--- config.mk ---
export PLATFORM = sky130hd
export DESIGN_NAME = four_function_key_calculator_unit
export DESIGN_NICKNAME = d
export VERILOG_FILES = /design/src/fkc_pkg.sv /design/src/four_function_key_calculator_unit.sv /design/src/fkc_arith.sv /design/src/fkc_datapath.sv /design/src/fkc_ctrl.sv
export SDC_FILE = /design/constraint.sdc
export NUM_CORES = 1
export LEC_CHECK = 0
export ABC_AREA = 1
export BUFFER_PORTS_ARGS = -buffer_cell sky130_fd_sc_hd__buf_2
export CAP_MARGIN = 20
export CELL_PAD_IN_SITES_DETAIL_PLACEMENT = 0
export CELL_PAD_IN_SITES_GLOBAL_PLACEMENT = 1
export CORE_MARGIN = 3
export CORE_UTILIZATION = 41
export DETAILED_ROUTE_END_ITERATION = 16
export GPL_TIMING_DRIVEN = 0
export MAX_ROUTING_LAYER = met4
export PLACE_DENSITY = 0.82
export SLEW_MARGIN = 20
export SYNTH_ARGS = -nofsm -noshare
export SYNTH_HDL_FRONTEND = slang
export SYNTH_HIERARCHICAL = 1
export SYNTH_SLANG_ARGS = --single-unit
--- constraint.sdc ---
create_clock -name clk -period 4.69 [get_ports clk]
set_clock_uncertainty 0.1 [all_clocks]
set_input_delay 0.7035 -clock clk [delete_from_list [all_inputs] [get_ports clk]]
set_output_delay 0.7035 -clock clk [all_outputs]
set_load 0.01 [all_outputs]
--- src/fkc_pkg.sv ---
// Shared types, codes and constants for the four-function key calculator.
package fkc_pkg;

    localparam int OUT_WIDTH = 32;

    // Keypress commands
    localparam logic [2:0] CMD_DIGIT     = 3'd0;
    localparam logic [2:0] CMD_OPER      = 3'd1;
    localparam logic [2:0] CMD_EQUALS    = 3'd2;
    localparam logic [2:0] CMD_CLEAR     = 3'd3;
    localparam logic [2:0] CMD_CLEAR_ENT = 3'd4;
    localparam logic [2:0] CMD_TOGGLE    = 3'd5;
    localparam logic [2:0] CMD_BACKSPACE = 3'd6;

    // Pending operator codes
    localparam logic [2:0] PEND_NONE = 3'd0;
    localparam logic [2:0] PEND_ADD  = 3'd1;
    localparam logic [2:0] PEND_SUB  = 3'd2;
    localparam logic [2:0] PEND_MUL  = 3'd3;
    localparam logic [2:0] PEND_DIV  = 3'd4;

    localparam logic [3:0] DIGIT_MAX = 4'd9;

    typedef struct packed {
        logic [2:0] command;
        logic [3:0] digit;
        logic [1:0] operator_code;
    } fkc_in_t;

    typedef struct packed {
        logic signed [OUT_WIDTH-1:0] display_value;
        logic                        display_error;
        logic [2:0]                  pending_operator;
        logic signed [OUT_WIDTH-1:0] first_operand;
        logic                        waiting_for_second;
        logic                        history_valid;
        logic signed [OUT_WIDTH-1:0] history_first;
        logic signed [OUT_WIDTH-1:0] history_second;
        logic [1:0]                  history_operator;
    } fkc_out_t;

    typedef enum logic [1:0] {
        ST_IDLE,
        ST_EXEC,
        ST_CALC,
        ST_COMMIT
    } fkc_state_t;

    // Controller to datapath
    typedef struct packed {
        logic load_item;
        logic start_calc;
        logic commit;
    } fkc_ctl_t;

    // Datapath to controller
    typedef struct packed {
        logic need_calc;
        logic calc_done;
    } fkc_sts_t;

endpackage

--- src/four_function_key_calculator_unit.sv ---
// Top level of the four-function key calculator.
// One keypress is taken per transfer on the key channel and exactly one result
// transfer follows on the result channel, carrying the display, the pending
// operator, the left operand, the waiting flag and, after an equals that
// completed a calculation, the operands and operator of that calculation.
// Operators chain left to right, arithmetic wraps at VALUE_WIDTH bits, division
// truncates toward zero and division by zero shows Error with value 0. Results
// wider or narrower than 32 bits are truncated or zero-extended to the fields.
// Sequence: a keypress that needs no multiply or divide passes from the idle
// state, where it is taken, through execute to commit, and the key channel is
// ready again once the sequencer is back in idle. Multiply, divide and backspace
// (the display magnitude times the reciprocal of ten) run through a shared
// bit-serial unit, which adds a calculate state between execute and commit; the
// loop in that unit takes one quotient or product bit per cycle. A new keypress
// is taken as soon as the previous one has been committed to the result
// register, even while that result still waits for its transfer; the next
// commit then waits for the register to free.
module four_function_key_calculator_unit #(
    parameter int ENTRY_DIGITS = 9,
    parameter int VALUE_WIDTH  = 32
) (
    input  logic              clk,
    input  logic              rst_n,
    input  logic              key_valid,
    output logic              key_ready,
    input  fkc_pkg::fkc_in_t  key,
    output logic              result_valid,
    input  logic              result_ready,
    output fkc_pkg::fkc_out_t result
);

    import fkc_pkg::*;

    // Command and status between sequencer and datapath
    fkc_ctl_t ctl;
    fkc_sts_t sts;

    fkc_ctrl u_ctrl (
        .clk         (clk),
        .rst_n       (rst_n),
        .key_valid   (key_valid),
        .key_ready   (key_ready),
        .result_valid(result_valid),
        .result_ready(result_ready),
        .sts         (sts),
        .ctl         (ctl)
    );

    fkc_datapath #(
        .ENTRY_DIGITS(ENTRY_DIGITS),
        .VALUE_WIDTH (VALUE_WIDTH)
    ) u_datapath (
        .clk   (clk),
        .rst_n (rst_n),
        .key   (key),
        .ctl   (ctl),
        .sts   (sts),
        .result(result)
    );

endmodule

--- src/fkc_arith.sv ---
// Iterative shift-add multiplier with full product and restoring divider, one bit per cycle.
module fkc_arith #(
    parameter int VALUE_WIDTH = 32
) (
    input  logic                   clk,
    input  logic                   rst_n,
    input  logic                   start,
    input  logic                   is_div,
    input  logic [VALUE_WIDTH-1:0] opa,
    input  logic [VALUE_WIDTH-1:0] opb,
    output logic                   done,
    output logic [VALUE_WIDTH-1:0] product,
    output logic [VALUE_WIDTH-1:0] product_hi,
    output logic [VALUE_WIDTH-1:0] quotient
);

    localparam int VW = VALUE_WIDTH;
    localparam int CW = $clog2(VW);

    logic          busy_reg, busy_next;
    logic [CW-1:0] cnt_reg, cnt_next;
    logic          div_reg, div_next;
    logic [VW-1:0] p_reg, p_next;
    logic [VW-1:0] a_reg, a_next;
    logic [VW-1:0] b_reg, b_next;
    logic [VW:0]   rem_sh;
    logic [VW:0]   diff;
    logic [VW:0]   madd;

    assign done       = busy_reg && (cnt_reg == '0);
    assign product    = a_reg;
    assign product_hi = p_reg;
    assign quotient   = a_reg;

    assign rem_sh = {p_reg, a_reg[VW-1]};
    assign diff   = rem_sh - {1'b0, b_reg};
    assign madd   = {1'b0, p_reg} + (a_reg[0] ? {1'b0, b_reg} : '0);

    always_comb
    begin
        busy_next = busy_reg;
        cnt_next  = cnt_reg;
        div_next  = div_reg;
        p_next    = p_reg;
        a_next    = a_reg;
        b_next    = b_reg;
        if (start)
        begin
            busy_next = 1'b1;
            cnt_next  = CW'(VW - 1);
            div_next  = is_div;
            p_next    = '0;
            a_next    = opa;
            b_next    = opb;
        end
        else if (busy_reg)
        begin
            cnt_next = cnt_reg - 1'b1;
            if (cnt_reg == '0)
            begin
                busy_next = 1'b0;
            end
            if (div_reg)
            begin
                // restore when the trial subtract borrows
                if (!diff[VW])
                begin
                    p_next = diff[VW-1:0];
                end
                else
                begin
                    p_next = rem_sh[VW-1:0];
                end
                a_next = {a_reg[VW-2:0], ~diff[VW]};
            end
            else
            begin
                // shift the partial sum right into the multiplier bits
                p_next = madd[VW:1];
                a_next = {madd[0], a_reg[VW-1:1]};
            end
        end
    end

    always_ff @(posedge clk or negedge rst_n)
    begin
        if (!rst_n)
        begin
            busy_reg <= 1'b0;
            cnt_reg  <= '0;
        end
        else
        begin
            busy_reg <= busy_next;
            cnt_reg  <= cnt_next;
        end
    end

    always_ff @(posedge clk)
    begin
        div_reg <= div_next;
        p_reg   <= p_next;
        a_reg   <= a_next;
        b_reg   <= b_next;
    end

endmodule

--- src/fkc_datapath.sv ---
// Calculator state, keypress decode, update logic and result register.
module fkc_datapath #(
    parameter int ENTRY_DIGITS = 9,
    parameter int VALUE_WIDTH  = 32
) (
    input  logic             clk,
    input  logic             rst_n,
    input  fkc_pkg::fkc_in_t key,
    input  fkc_pkg::fkc_ctl_t ctl,
    output fkc_pkg::fkc_sts_t sts,
    output fkc_pkg::fkc_out_t result
);

    import fkc_pkg::*;

    localparam int VW = VALUE_WIDTH;

    function automatic logic [63:0] pow10(input int n);
        logic [63:0] v;
        v = 64'd1;
        for (int i = 0; i < n; i++)
        begin
            v = v * 64'd10;
        end
        return v;
    endfunction

    // ceil(2^shift / 10); with shift = VW + 3 the top of m * RECIP10 is m / 10
    function automatic logic [VW-1:0] recip10(input int shift);
        logic [VW+3:0] scale;
        scale        = '0;
        scale[shift] = 1'b1;
        return VW'(scale / 10 + 1);
    endfunction

    // an entry below this magnitude still has room for one more digit
    localparam logic [63:0] ENTRY_LIMIT = pow10(ENTRY_DIGITS - 1);
    localparam logic [VW-1:0] ONE = VW'(1);
    localparam logic [VW-1:0] RECIP10 = recip10(VW + 3);

    // Keypress held for the duration of the item
    logic [2:0] cmd_reg;
    logic [3:0] dig_reg;
    logic [1:0] opc_reg;

    // Architectural state
    logic [VW-1:0] acc_reg, acc_next;
    logic [VW-1:0] disp_reg, disp_next;
    logic          err_reg, err_next;
    logic [2:0]    pend_reg, pend_next;
    logic          wait_reg, wait_next;
    logic          jc_reg, jc_next;

    fkc_out_t out_reg, out_next;

    logic [VW-1:0] cur, cur_mag, acc_mag, disp_mag;
    logic [VW-1:0] product, product_hi, quotient, quot_neg, back_mag, back_val;
    logic [VW-1:0] sdiv, apply_res, entry_mag, entry_val;
    logic          apply_go, div_zero, is_back, calc_div, calc_done;
    logic [VW-1:0] calc_a, calc_b;
    logic          hv;
    logic [VW-1:0] hf, hs;
    logic [1:0]    ho;
    logic [VW-1:0] shown;
    logic [VW+OUT_WIDTH-1:0] ext_shown, ext_acc, ext_hf, ext_hs;

    assign cur      = err_reg ? '0 : disp_reg;
    assign cur_mag  = cur[VW-1] ? ('0 - cur) : cur;
    assign acc_mag  = acc_reg[VW-1] ? ('0 - acc_reg) : acc_reg;
    assign disp_mag = disp_reg[VW-1] ? ('0 - disp_reg) : disp_reg;

    assign apply_go = (pend_reg != PEND_NONE) && !wait_reg;
    assign div_zero = (pend_reg == PEND_DIV) && (cur == '0);
    assign is_back  = (cmd_reg == CMD_BACKSPACE);

    assign sts.need_calc =
        (((cmd_reg == CMD_OPER) || (cmd_reg == CMD_EQUALS)) && apply_go &&
         ((pend_reg == PEND_MUL) || ((pend_reg == PEND_DIV) && (cur != '0)))) ||
        (is_back && !jc_reg && !err_reg);
    assign sts.calc_done = calc_done;

    // Operands for the shared unit: signed product, magnitudes for divide, or
    // the display magnitude times the reciprocal of ten for backspace
    assign calc_div = !is_back && (pend_reg == PEND_DIV);
    assign calc_a   = is_back ? disp_mag : ((pend_reg == PEND_MUL) ? acc_reg : acc_mag);
    assign calc_b   = is_back ? RECIP10 : ((pend_reg == PEND_MUL) ? cur : cur_mag);

    fkc_arith #(
        .VALUE_WIDTH(VW)
    ) u_arith (
        .clk       (clk),
        .rst_n     (rst_n),
        .start     (ctl.start_calc),
        .is_div    (calc_div),
        .opa       (calc_a),
        .opb       (calc_b),
        .done      (calc_done),
        .product   (product),
        .product_hi(product_hi),
        .quotient  (quotient)
    );

    assign quot_neg = '0 - quotient;
    assign sdiv     = (acc_reg[VW-1] != cur[VW-1]) ? quot_neg : quotient;
    assign back_mag = {3'b000, product_hi[VW-1:3]};
    assign back_val = disp_reg[VW-1] ? ('0 - back_mag) : back_mag;

    always_comb
    begin
        case (pend_reg)
            PEND_ADD: apply_res = acc_reg + cur;
            PEND_SUB: apply_res = acc_reg - cur;
            PEND_MUL: apply_res = product;
            PEND_DIV: apply_res = sdiv;
            default:  apply_res = acc_reg;
        endcase
    end

    // Append a digit: m * 10 + d as two shifts and adds
    assign entry_mag = {disp_mag[VW-4:0], 3'b000} + {disp_mag[VW-2:0], 1'b0} +
                       {{(VW-4){1'b0}}, dig_reg};
    assign entry_val = disp_reg[VW-1] ? ('0 - entry_mag) : entry_mag;

    always_comb
    begin
        acc_next  = acc_reg;
        disp_next = disp_reg;
        err_next  = err_reg;
        pend_next = pend_reg;
        wait_next = wait_reg;
        jc_next   = jc_reg;
        hv        = 1'b0;
        hf        = '0;
        hs        = '0;
        ho        = '0;
        case (cmd_reg)
            CMD_DIGIT:
            begin
                if (dig_reg <= DIGIT_MAX)
                begin
                    if (jc_reg)
                    begin
                        disp_next = {{(VW-4){1'b0}}, dig_reg};
                        jc_next   = 1'b0;
                        err_next  = 1'b0;
                    end
                    else if (err_reg || (disp_reg == '0) || wait_reg)
                    begin
                        disp_next = {{(VW-4){1'b0}}, dig_reg};
                        wait_next = 1'b0;
                        err_next  = 1'b0;
                    end
                    else if (64'(disp_mag) < ENTRY_LIMIT)
                    begin
                        disp_next = entry_val;
                    end
                end
            end
            CMD_OPER:
            begin
                if (apply_go && div_zero)
                begin
                    disp_next = '0;
                    err_next  = 1'b1;
                    acc_next  = '0;
                    pend_next = PEND_NONE;
                    wait_next = 1'b0;
                    jc_next   = 1'b1;
                end
                else
                begin
                    if (apply_go)
                    begin
                        acc_next  = apply_res;
                        disp_next = apply_res;
                        err_next  = 1'b0;
                    end
                    else
                    begin
                        acc_next = cur;
                    end
                    wait_next = 1'b1;
                    jc_next   = 1'b0;
                    pend_next = {1'b0, opc_reg} + 3'd1;
                end
            end
            CMD_EQUALS:
            begin
                if (apply_go && div_zero)
                begin
                    disp_next = '0;
                    err_next  = 1'b1;
                    acc_next  = '0;
                    pend_next = PEND_NONE;
                    wait_next = 1'b0;
                    jc_next   = 1'b1;
                end
                else if (apply_go)
                begin
                    hv        = 1'b1;
                    hf        = acc_reg;
                    hs        = cur;
                    ho        = 2'(pend_reg - PEND_ADD);
                    acc_next  = apply_res;
                    disp_next = apply_res;
                    err_next  = 1'b0;
                    pend_next = PEND_NONE;
                    wait_next = 1'b0;
                    jc_next   = 1'b1;
                end
            end
            CMD_CLEAR:
            begin
                acc_next  = '0;
                disp_next = '0;
                err_next  = 1'b0;
                pend_next = PEND_NONE;
                wait_next = 1'b0;
                jc_next   = 1'b0;
            end
            CMD_CLEAR_ENT:
            begin
                disp_next = '0;
                err_next  = 1'b0;
                jc_next   = 1'b0;
            end
            CMD_TOGGLE:
            begin
                disp_next = ~cur + ONE;
                err_next  = 1'b0;
            end
            CMD_BACKSPACE:
            begin
                if (!jc_reg)
                begin
                    if (err_reg)
                    begin
                        disp_next = '0;
                        err_next  = 1'b0;
                    end
                    else
                    begin
                        disp_next = back_val;
                    end
                end
            end
            default:
            begin
                acc_next = acc_reg;
            end
        endcase
    end

    // Fit values to the 32-bit result fields (zero-extend or truncate)
    assign shown     = err_next ? '0 : disp_next;
    assign ext_shown = {{OUT_WIDTH{1'b0}}, shown};
    assign ext_acc   = {{OUT_WIDTH{1'b0}}, acc_next};
    assign ext_hf    = {{OUT_WIDTH{1'b0}}, hf};
    assign ext_hs    = {{OUT_WIDTH{1'b0}}, hs};

    always_comb
    begin
        out_next.display_value      = ext_shown[OUT_WIDTH-1:0];
        out_next.display_error      = err_next;
        out_next.pending_operator   = pend_next;
        out_next.first_operand      = ext_acc[OUT_WIDTH-1:0];
        out_next.waiting_for_second = wait_next;
        out_next.history_valid      = hv;
        out_next.history_first      = ext_hf[OUT_WIDTH-1:0];
        out_next.history_second     = ext_hs[OUT_WIDTH-1:0];
        out_next.history_operator   = ho;
    end

    always_ff @(posedge clk or negedge rst_n)
    begin
        if (!rst_n)
        begin
            acc_reg  <= '0;
            disp_reg <= '0;
            err_reg  <= 1'b0;
            pend_reg <= PEND_NONE;
            wait_reg <= 1'b0;
            jc_reg   <= 1'b0;
        end
        else if (ctl.commit)
        begin
            acc_reg  <= acc_next;
            disp_reg <= disp_next;
            err_reg  <= err_next;
            pend_reg <= pend_next;
            wait_reg <= wait_next;
            jc_reg   <= jc_next;
        end
    end

    always_ff @(posedge clk)
    begin
        if (ctl.load_item)
        begin
            cmd_reg <= key.command;
            dig_reg <= key.digit;
            opc_reg <= key.operator_code;
        end
        if (ctl.commit)
        begin
            out_reg <= out_next;
        end
    end

    assign result = out_reg;

endmodule

--- src/fkc_ctrl.sv ---
// Sequencing controller: accept, decode, run the arithmetic unit, commit.
module fkc_ctrl (
    input  logic              clk,
    input  logic              rst_n,
    input  logic              key_valid,
    output logic              key_ready,
    output logic              result_valid,
    input  logic              result_ready,
    input  fkc_pkg::fkc_sts_t sts,
    output fkc_pkg::fkc_ctl_t ctl
);

    import fkc_pkg::*;

    fkc_state_t state_reg, state_next;
    logic       out_valid_reg, out_valid_next;
    logic       slot_free;

    assign slot_free = !out_valid_reg || result_ready;

    always_comb
    begin
        state_next = state_reg;
        case (state_reg)
            ST_IDLE:
            begin
                if (key_valid)
                begin
                    state_next = ST_EXEC;
                end
            end
            ST_EXEC:
            begin
                state_next = sts.need_calc ? ST_CALC : ST_COMMIT;
            end
            ST_CALC:
            begin
                if (sts.calc_done)
                begin
                    state_next = ST_COMMIT;
                end
            end
            ST_COMMIT:
            begin
                if (slot_free)
                begin
                    state_next = ST_IDLE;
                end
            end
            default:
            begin
                state_next = ST_IDLE;
            end
        endcase
    end

    always_comb
    begin
        key_ready      = 1'b0;
        ctl.load_item  = 1'b0;
        ctl.start_calc = 1'b0;
        ctl.commit     = 1'b0;
        case (state_reg)
            ST_IDLE:
            begin
                key_ready     = 1'b1;
                ctl.load_item = key_valid;
            end
            ST_EXEC:
            begin
                ctl.start_calc = sts.need_calc;
            end
            ST_COMMIT:
            begin
                ctl.commit = slot_free;
            end
            default:
            begin
                key_ready = 1'b0;
            end
        endcase
    end

    // Hold the result until the far side takes it
    always_comb
    begin
        out_valid_next = out_valid_reg;
        if (ctl.commit)
        begin
            out_valid_next = 1'b1;
        end
        else if (result_ready)
        begin
            out_valid_next = 1'b0;
        end
    end

    assign result_valid = out_valid_reg;

    always_ff @(posedge clk or negedge rst_n)
    begin
        if (!rst_n)
        begin
            state_reg     <= ST_IDLE;
            out_valid_reg <= 1'b0;
        end
        else
        begin
            state_reg     <= state_next;
            out_valid_reg <= out_valid_next;
        end
    end

endmodule
==> results of run 1 <==
[cells by family after synthesis]
kind of cell / Yosys count / share of synthesized area [%]
xor gates and xnor gates: 102 / 2.68
DFF: 321 / 26.8
and+or+nand+nor: 2910 / 36.6
AOI/OAI and AO/OA: 924 / 15.1
buffers and inverters: 1037 / 12.5
adders and majority gates: 164 / 6.28
[through the flow]
stage | cell area [µm²] | setup TNS, ps | util (%) | hold slack, ps
2_1_floorplan | 33300 | 0 | - | 308
3_3_place_gp | 35400 | -549850 | 44.4 | 380
3_5_place_dp | 35400 | -494190 | 44.5 | 421
4_1_cts | 39300 | -79.2 | 49.3 | 139
5_1_grt | 41100 | -478 | 51.7 | 137
6_report | 41200 | -22.5 | 51.7 | 143
[cell usage in the layout (no fill, tap or decap), drive strengths merged, types with 25 or more instances in the layout]
cell type / instances
inv: 816
nor2: 619
clkbuf: 149
a21oi: 362
a31oi: 25
dfxtp: 32
nand4: 57
nand3: 358
ha: 159
xor2: 86
o211ai: 32
edfxtp: 210
buf: 401
nand2: 1750
nor3: 61
o21ai: 428
nand3b: 26
dfrtp: 79
[layout make-up]
cell class / instances / area (µm²) / share of cell area, %
tap: 1050 / 1310 / 3.19
clock inverter: 30 / 473 / 1.15
timing repair buffer: 295 / 1910 / 4.63
clock buffer: 46 / 1060 / 2.59
antenna: 10 / 25.0 / 0.0608
multi-input combinational: 4100 / 23000 / 56.0
buffer: 211 / 1280 / 3.11
inverter: 821 / 3130 / 7.60
sequential: 321 / 8930 / 21.7
[worst reg2reg max path: cells and delay by family (launching register included)]
family | cells | cell delay (ps)
simple gates | 3 | 670
buf+inv | 4 | 760
compound gates | 8 | 1920
xor+xnor | 1 | 160
fa+ha+maj | 1 | 390
flops | 1 | 390
[timing repair]
item | in CTS | in global routing
gates resized for setup | 441 | 388
hold buffers | 1 | 0
endpoints found under the setup margin | 334 | 154
pin swaps | 118 | 151
setup buffers | 85 | 57
endpoints found under the hold margin | 30 | 0
[worst paths after layout]
check                      slack, ps  cells after the start                                       from                                   endpoint
hold / removal                   140                      1                                     key[6]            u_datapath/cmd_reg[0]$_DFFE_PP_
setup reg to reg                 -20                     17             u_datapath/err_reg$_DFFE_PN0P_       u_datapath/result[120]$_SDFFCE_PP0P_
min in group asynchronous        470                      2                                      rst_n            u_ctrl/result_valid$_DFFE_PN0P_
setup / recovery                 -20                     17             u_datapath/err_reg$_DFFE_PN0P_       u_datapath/result[120]$_SDFFCE_PP0P_
max in group asynchronous       3380                      3                                      rst_n          u_datapath/acc_reg[8]$_DFFE_PN0P_
hold reg to reg                  430                      1  u_datapath/u_arith/cnt_reg[4]$_DFFE_PN0P_  u_datapath/u_arith/cnt_reg[4]$_DFFE_PN0P_
[routing by layer]
| layer | vias up | share of wire, % | GRT usage, % |
|---|---|---|---|
| li1 | 18200 | - | - |
| met1 | 18600 | 38 | 50.4 |
| met2 | 2382 | 45 | 64.5 |
| met3 | 623 | 10 | 8.35 |
| met4 | 0 | 7.8 | 25.2 |
| met5 | - | 0 | - |
==> impl_metrics.env, run 1 <==
export IMPL_yosys_warnings=6
export IMPL_cap_violations=0
export IMPL_drt_wl_total_mm=180
export IMPL_synth_top_cell_by_area="nand2_1"
export IMPL_cts_tree="done"
export IMPL_ys_seq_area_share_pct=26.8
export IMPL_synthTopCellsByCount="nand2_1 (1,704), inv_1 (794), nor2_1 (588)"
export IMPL_finalHoldViolations=0
export IMPL_drt_initial_drc_count=5035
export IMPL_status="complete, but fails checks"
export IMPL_io_buffer_count=150
export IMPL_grt_pass1_vias=36700
export IMPL_dp_hpwl_mm=146
export IMPL_syn2layout_area_growth_pct=23.6
export IMPL_setup_slack_ps=-22.5
export IMPL_viasPerCell=5.78
export IMPL_rsz0062_at_grt="true"
export IMPL_max_slew_margin_pct=16.0
export IMPL_root_buffer="clkbuf_16"
export IMPL_violations="setup timing"
export IMPL_drtPass1Iterations=9
export IMPL_cp_data_arrival_time_ps=4930
export IMPL_syn_area_um2=33300
export IMPL_synthTopCellsByArea="nand2_1 (19%), edfxtp_1 (19%), inv_1 (9.0%)"
export IMPL_critical_path_endpoint_type="register"
export IMPL_clock_sinks=321
export IMPL_synth_edf_count=210
export IMPL_synthCells=5458
export IMPL_numCtsBuffers=41
export IMPL_period_needed_ps=4710
export IMPL_cpMostUsedCell="o21ai_0"
export IMPL_antenna_found_initial=10
export IMPL_required_ps=4910
export IMPL_start_kind="register"
export IMPL_start_util_pct=41.8
export IMPL_gp_congestion=1.11
export IMPL_slowest_delay_ps=430
export IMPL_worstPathMaxFanout=10
export IMPL_fp_dieH_um=291
export IMPL_synth_seq_cells=321
export IMPL_dp_cells=6660
export IMPL_fmaxAchievable_mhz=212
export IMPL_netlist_area_leader_share_pct=19.2
export IMPL_vias=39800
export IMPL_synthFlopType="edfxtp_1"
export IMPL_dp_slack_ps=-2980
export IMPL_syn_num_nets=5635
export IMPL_drc=0
export IMPL_slew_viol_final=0
export IMPL_clk_path_buf_depth=3
export IMPL_fin_cells=6884
export IMPL_core_area_um2=79600
export IMPL_synth_cell_types=64
export IMPL_largest_reg_flops=136
export IMPL_grt_pass1_wl_mm=251
export IMPL_placementRows=103
export IMPL_critical_path_cell_chain="buf_6 -> clkbuf_16 -> clkbuf_16 -> clkbuf_2 -> nor3_2 -> o21ai_0 -> ha_1 -> a21oi_1 -> o21ai_0 -> a31oi_1 -> o21ai_0 -> xnor2_1 -> nor2_1 -> o21ai_1 -> nand2_1 -> o21ai_1 -> a21oi_1"
export IMPL_critPathBufInv=4
export IMPL_yosysMostFrequentCell="nand2_1"
export IMPL_async_flop_share_pct=24.6
export IMPL_num_nets_final=5968
export IMPL_hp_class="in2reg"
export IMPL_worstMarginPinSlew_ps=1260
export IMPL_drive_above_1_share_pct=19.1
export IMPL_die_w_um=291
export IMPL_io_pins=151
export IMPL_post_route_period_util_pct=100
export IMPL_dieArea_um2=84600
export IMPL_ant_nets=0
export IMPL_htree_num_levels=2
export IMPL_path_class="reg2reg"
export IMPL_wl_per_cell_um=26.2
export IMPL_synth_avg_cell_area_um2=6.10
export IMPL_clock_latency_ps=630
export IMPL_worst_path_dominant_cell_family="compound AO/OA/AOI/OAI gates"
export IMPL_cts_clk_slew_worst_paths_ps=60
export IMPL_grt_max_degree=90
export IMPL_setup_viol=1
export IMPL_fillers=8458
export IMPL_critPathSlowestCell="nor3_2"
export IMPL_grt_use_total_pct=41.8
export IMPL_grt_overflow=0
Power of run 1 is left out: the tool's default activity adds up to more than one toggle a clock period on the data nets, which glitch-free logic cannot reach.
==> inputs of run 2 (changes only) <==
--- a/config.mk
+++ b/config.mk
@@ -13,7 +13,6 @@
 export CORE_MARGIN = 3
 export CORE_UTILIZATION = 41
 export DETAILED_ROUTE_END_ITERATION = 16
-export GPL_TIMING_DRIVEN = 0
 export MAX_ROUTING_LAYER = met4
 export PLACE_DENSITY = 0.82
 export SLEW_MARGIN = 20
==> impl_metrics.env, run 2 (same netlist as run 1, synthesis figures left out) <==
export IMPL_start_util_pct=41.8
export IMPL_required_ps=4910
export IMPL_sw_frac_of_total_pct=56.6
export IMPL_fp_dieH_um=291
export IMPL_max_slew_margin_pct=31.6
export IMPL_setup_viol=0
export IMPL_num_nets_final=6178
export IMPL_start_kind="register"
export IMPL_grt_max_degree=110
export IMPL_dp_cells=6976
export IMPL_viasPerCell=5.56
export IMPL_cts_tree="done"
export IMPL_layout_commonest_cell="nand2_1"
export IMPL_clk_path_buf_depth=3
export IMPL_grt_pass1_vias=36600
export IMPL_worstPathMaxFanout=4
export IMPL_clock_sinks=321
export IMPL_critical_path_cell_chain="buf_4 -> nor2_2 -> inv_1 -> nor2_4 -> buf_12 -> nand2_2 -> xor2_2 -> nand2_1 -> nand2_1 -> o21ai_0 -> ha_1 -> a21oi_2 -> buf_4 -> o21ai_1 -> a21oi_1 -> nand2_2 -> o21ai_0 -> o2111ai_1 -> nand2_1 -> nand2_1 -> o21ai_0 -> o21ai_1 -> inv_1 -> a21oi_1"
export IMPL_root_buffer="clkbuf_16"
export IMPL_cap_violations=0
export IMPL_p_total_w=0.0387
export IMPL_largest_reg_flops=136
export IMPL_drtPass1Iterations=8
export IMPL_slew_viol_final=0
export IMPL_dieArea_um2=84600
export IMPL_critPathBufInv=5
export IMPL_ant_nets=0
export IMPL_htree_num_levels=2
export IMPL_wl_per_cell_um=24.5
export IMPL_rsz0062_at_grt="true"
export IMPL_cts_clk_slew_worst_paths_ps=60
export IMPL_multi_input_area_um2=21800
export IMPL_critical_path_endpoint_type="register"
export IMPL_io_buffer_count=150
export IMPL_drt_wl_total_mm=174
export IMPL_antenna_found_initial=2
export IMPL_grt_pass1_wl_mm=247
export IMPL_period_needed_ps=4590
export IMPL_dp_hpwl_mm=140
export IMPL_fin_cells=7086
export IMPL_slowest_delay_ps=420
export IMPL_syn2layout_area_growth_pct=25.2
export IMPL_cpMostUsedCell="nand2_1"
export IMPL_grt_use_total_pct=40.5
export IMPL_vias=39400
export IMPL_fmaxAchievable_mhz=218
export IMPL_mostFrequentLayoutCells="nand2_1 (1,613), inv_1 (774), buf_4 (550), nor2_1 (509), o21ai_0 (356)"
export IMPL_grt_overflow=0
export IMPL_drc=0
export IMPL_status="finished, final reports clean"
export IMPL_powerDensity_nw_per_um2=929
export IMPL_p_int_w=0.0168
export IMPL_cp_data_arrival_time_ps=4810
export IMPL_drive_above_1_share_pct=20.5
export IMPL_numCtsBuffers=41
export IMPL_drt_initial_drc_count=4627
export IMPL_fillers=8385
export IMPL_io_pins=151
export IMPL_clock_latency_ps=610
export IMPL_seq_power_share_pct=15.1
export IMPL_peakVddDrop_v=0.000606
export IMPL_p_leak_nw=21.0
export IMPL_worst_path_dominant_cell_family="compound AO/OA/AOI/OAI gates"
export IMPL_finalHoldViolations=0
export IMPL_p_clk_share_pct=8.6
export IMPL_combPwrFrac_pct=76.3
export IMPL_gp_congestion=1.09
export IMPL_worstMarginPinSlew_ps=1030
export IMPL_critPathSlowestCell="ha_1"
export IMPL_core_area_um2=79600
export IMPL_power_switching_w=0.0219
export IMPL_die_w_um=291
export IMPL_seqCellArea_um2=8930
export IMPL_hp_class="in2async"
export IMPL_path_class="reg2reg"
export IMPL_post_route_period_util_pct=97.8
export IMPL_placementRows=103
run 2: changes by cell type in the layout (fill, tap and decap cells not counted), moves of 18 or more:
cell	previous run	this run
clkbuf_1	86	7
o21ai_2	33	10
nor2_1	491	509
nand3_1	299	327
nand3_2	52	27
nand2_1	1561	1613
o21ai_0	328	356
buf_2	179	149
nand2_4	53	26
buf_4	180	550
nand2_2	134	110
run 2: worst paths after layout:
check | startpoint | endpoint | slack (ps) | cells past startpoint
max in group asynchronous | rst_n | u_datapath/acc_reg[25]$_DFFE_PN0P_ | 3500 | 2
min in group clk | key[8] | u_datapath/cmd_reg[2]$_DFFE_PP_ | 170 | 1
worst max register to register | u_datapath/disp_reg[4]$_DFFE_PN0P_ | u_datapath/result[118]$_SDFFCE_PP0P_ | 100 | 24
worst min-delay path | rst_n | u_ctrl/result_valid$_DFFE_PN0P_ | 50 | 1
worst max-delay path | u_datapath/disp_reg[4]$_DFFE_PN0P_ | u_datapath/result[118]$_SDFFCE_PP0P_ | 100 | 24
worst min register to register | u_datapath/u_arith/cnt_reg[4]$_DFFE_PN0P_ | u_datapath/u_arith/cnt_reg[4]$_DFFE_PN0P_ | 390 | 1
run 2: what timing repair did:
item / CTS / global route
pin swaps: 1 / 108
endpoints found under the setup margin: 29 / 73
gates resized for setup: 39 / 376
hold buffers: 0 / 0
setup buffers: 1 / 32
run 2: area by class of cell:
class	instances	share of cell area [%]
inverters	821	7.42
clock buffers	51	2.62
multi-input cells	4100	52.3
clock inverters	25	0.679
repair buffers	716	12.4
flip-flops and latches	321	21.4
well taps	1050	3.15
diodes	2	0.0120
run 2: per-stage QoR:
step | area, µm² | TNS (ps) | hold slack, ps | util (%) | setup WS [ps]
3_5_place_dp | 38500 | -3390 | 382 | 48.3 | -321
4_1_cts | 40000 | -23.5 | 69.6 | 50.2 | -23.5
5_1_grt | 41700 | -405 | 94.7 | 52.3 | -60.3
3_3_place_gp | 38500 | -3080 | 383 | 48.3 | -312
6_report | 41700 | 0 | 53.9 | 52.3 | 101
2_1_floorplan | 33300 | 0 | 308 | - | 8.56
run 2: power groups by stage:
stage	sequential [W]	clock, W	combinational [W]
finish	0.00583	0.00332	0.0295
global route	0.00588	0.00347	0.0318
CTS	0.00576	0.00338	0.0267
detailed placement	0.00579	0	0.0264
global placement	0.00579	0	0.0263
floorplan	0.00522	0	0.0150
run 2: per-layer routing:
metal / routed length [µm] / part of all wire (%) / track usage (%) / vias up
li1: - / - / - / 18600
met1: 68600 / 40 / 50.1 / 18300
met2: 77800 / 45 / 63.8 / 2007
met3: 14600 / 8.4 / 5.70 / 462
met4: 12600 / 7.2 / 22.4 / 0
met5: 0 / 0 / - / -
run 2: worst register-to-register path, stage by stage (launching register included):
cell	delay, ps
dfrtp_1	370
buf_4	150
nor2_2	150
inv_1	90
nor2_4	160
buf_12	130
nand2_2	70
xor2_2	200
nand2_1	130
nand2_1	80
o21ai_0	160
ha_1	420
a21oi_2	180
buf_4	130
o21ai_1	80
a21oi_1	160
nand2_2	150
o21ai_0	270
o2111ai_1	310
nand2_1	180
nand2_1	120
o21ai_0	200
o21ai_1	120
inv_1	100
a21oi_1	80
Note: power is estimated with default switching activity, not from simulation.
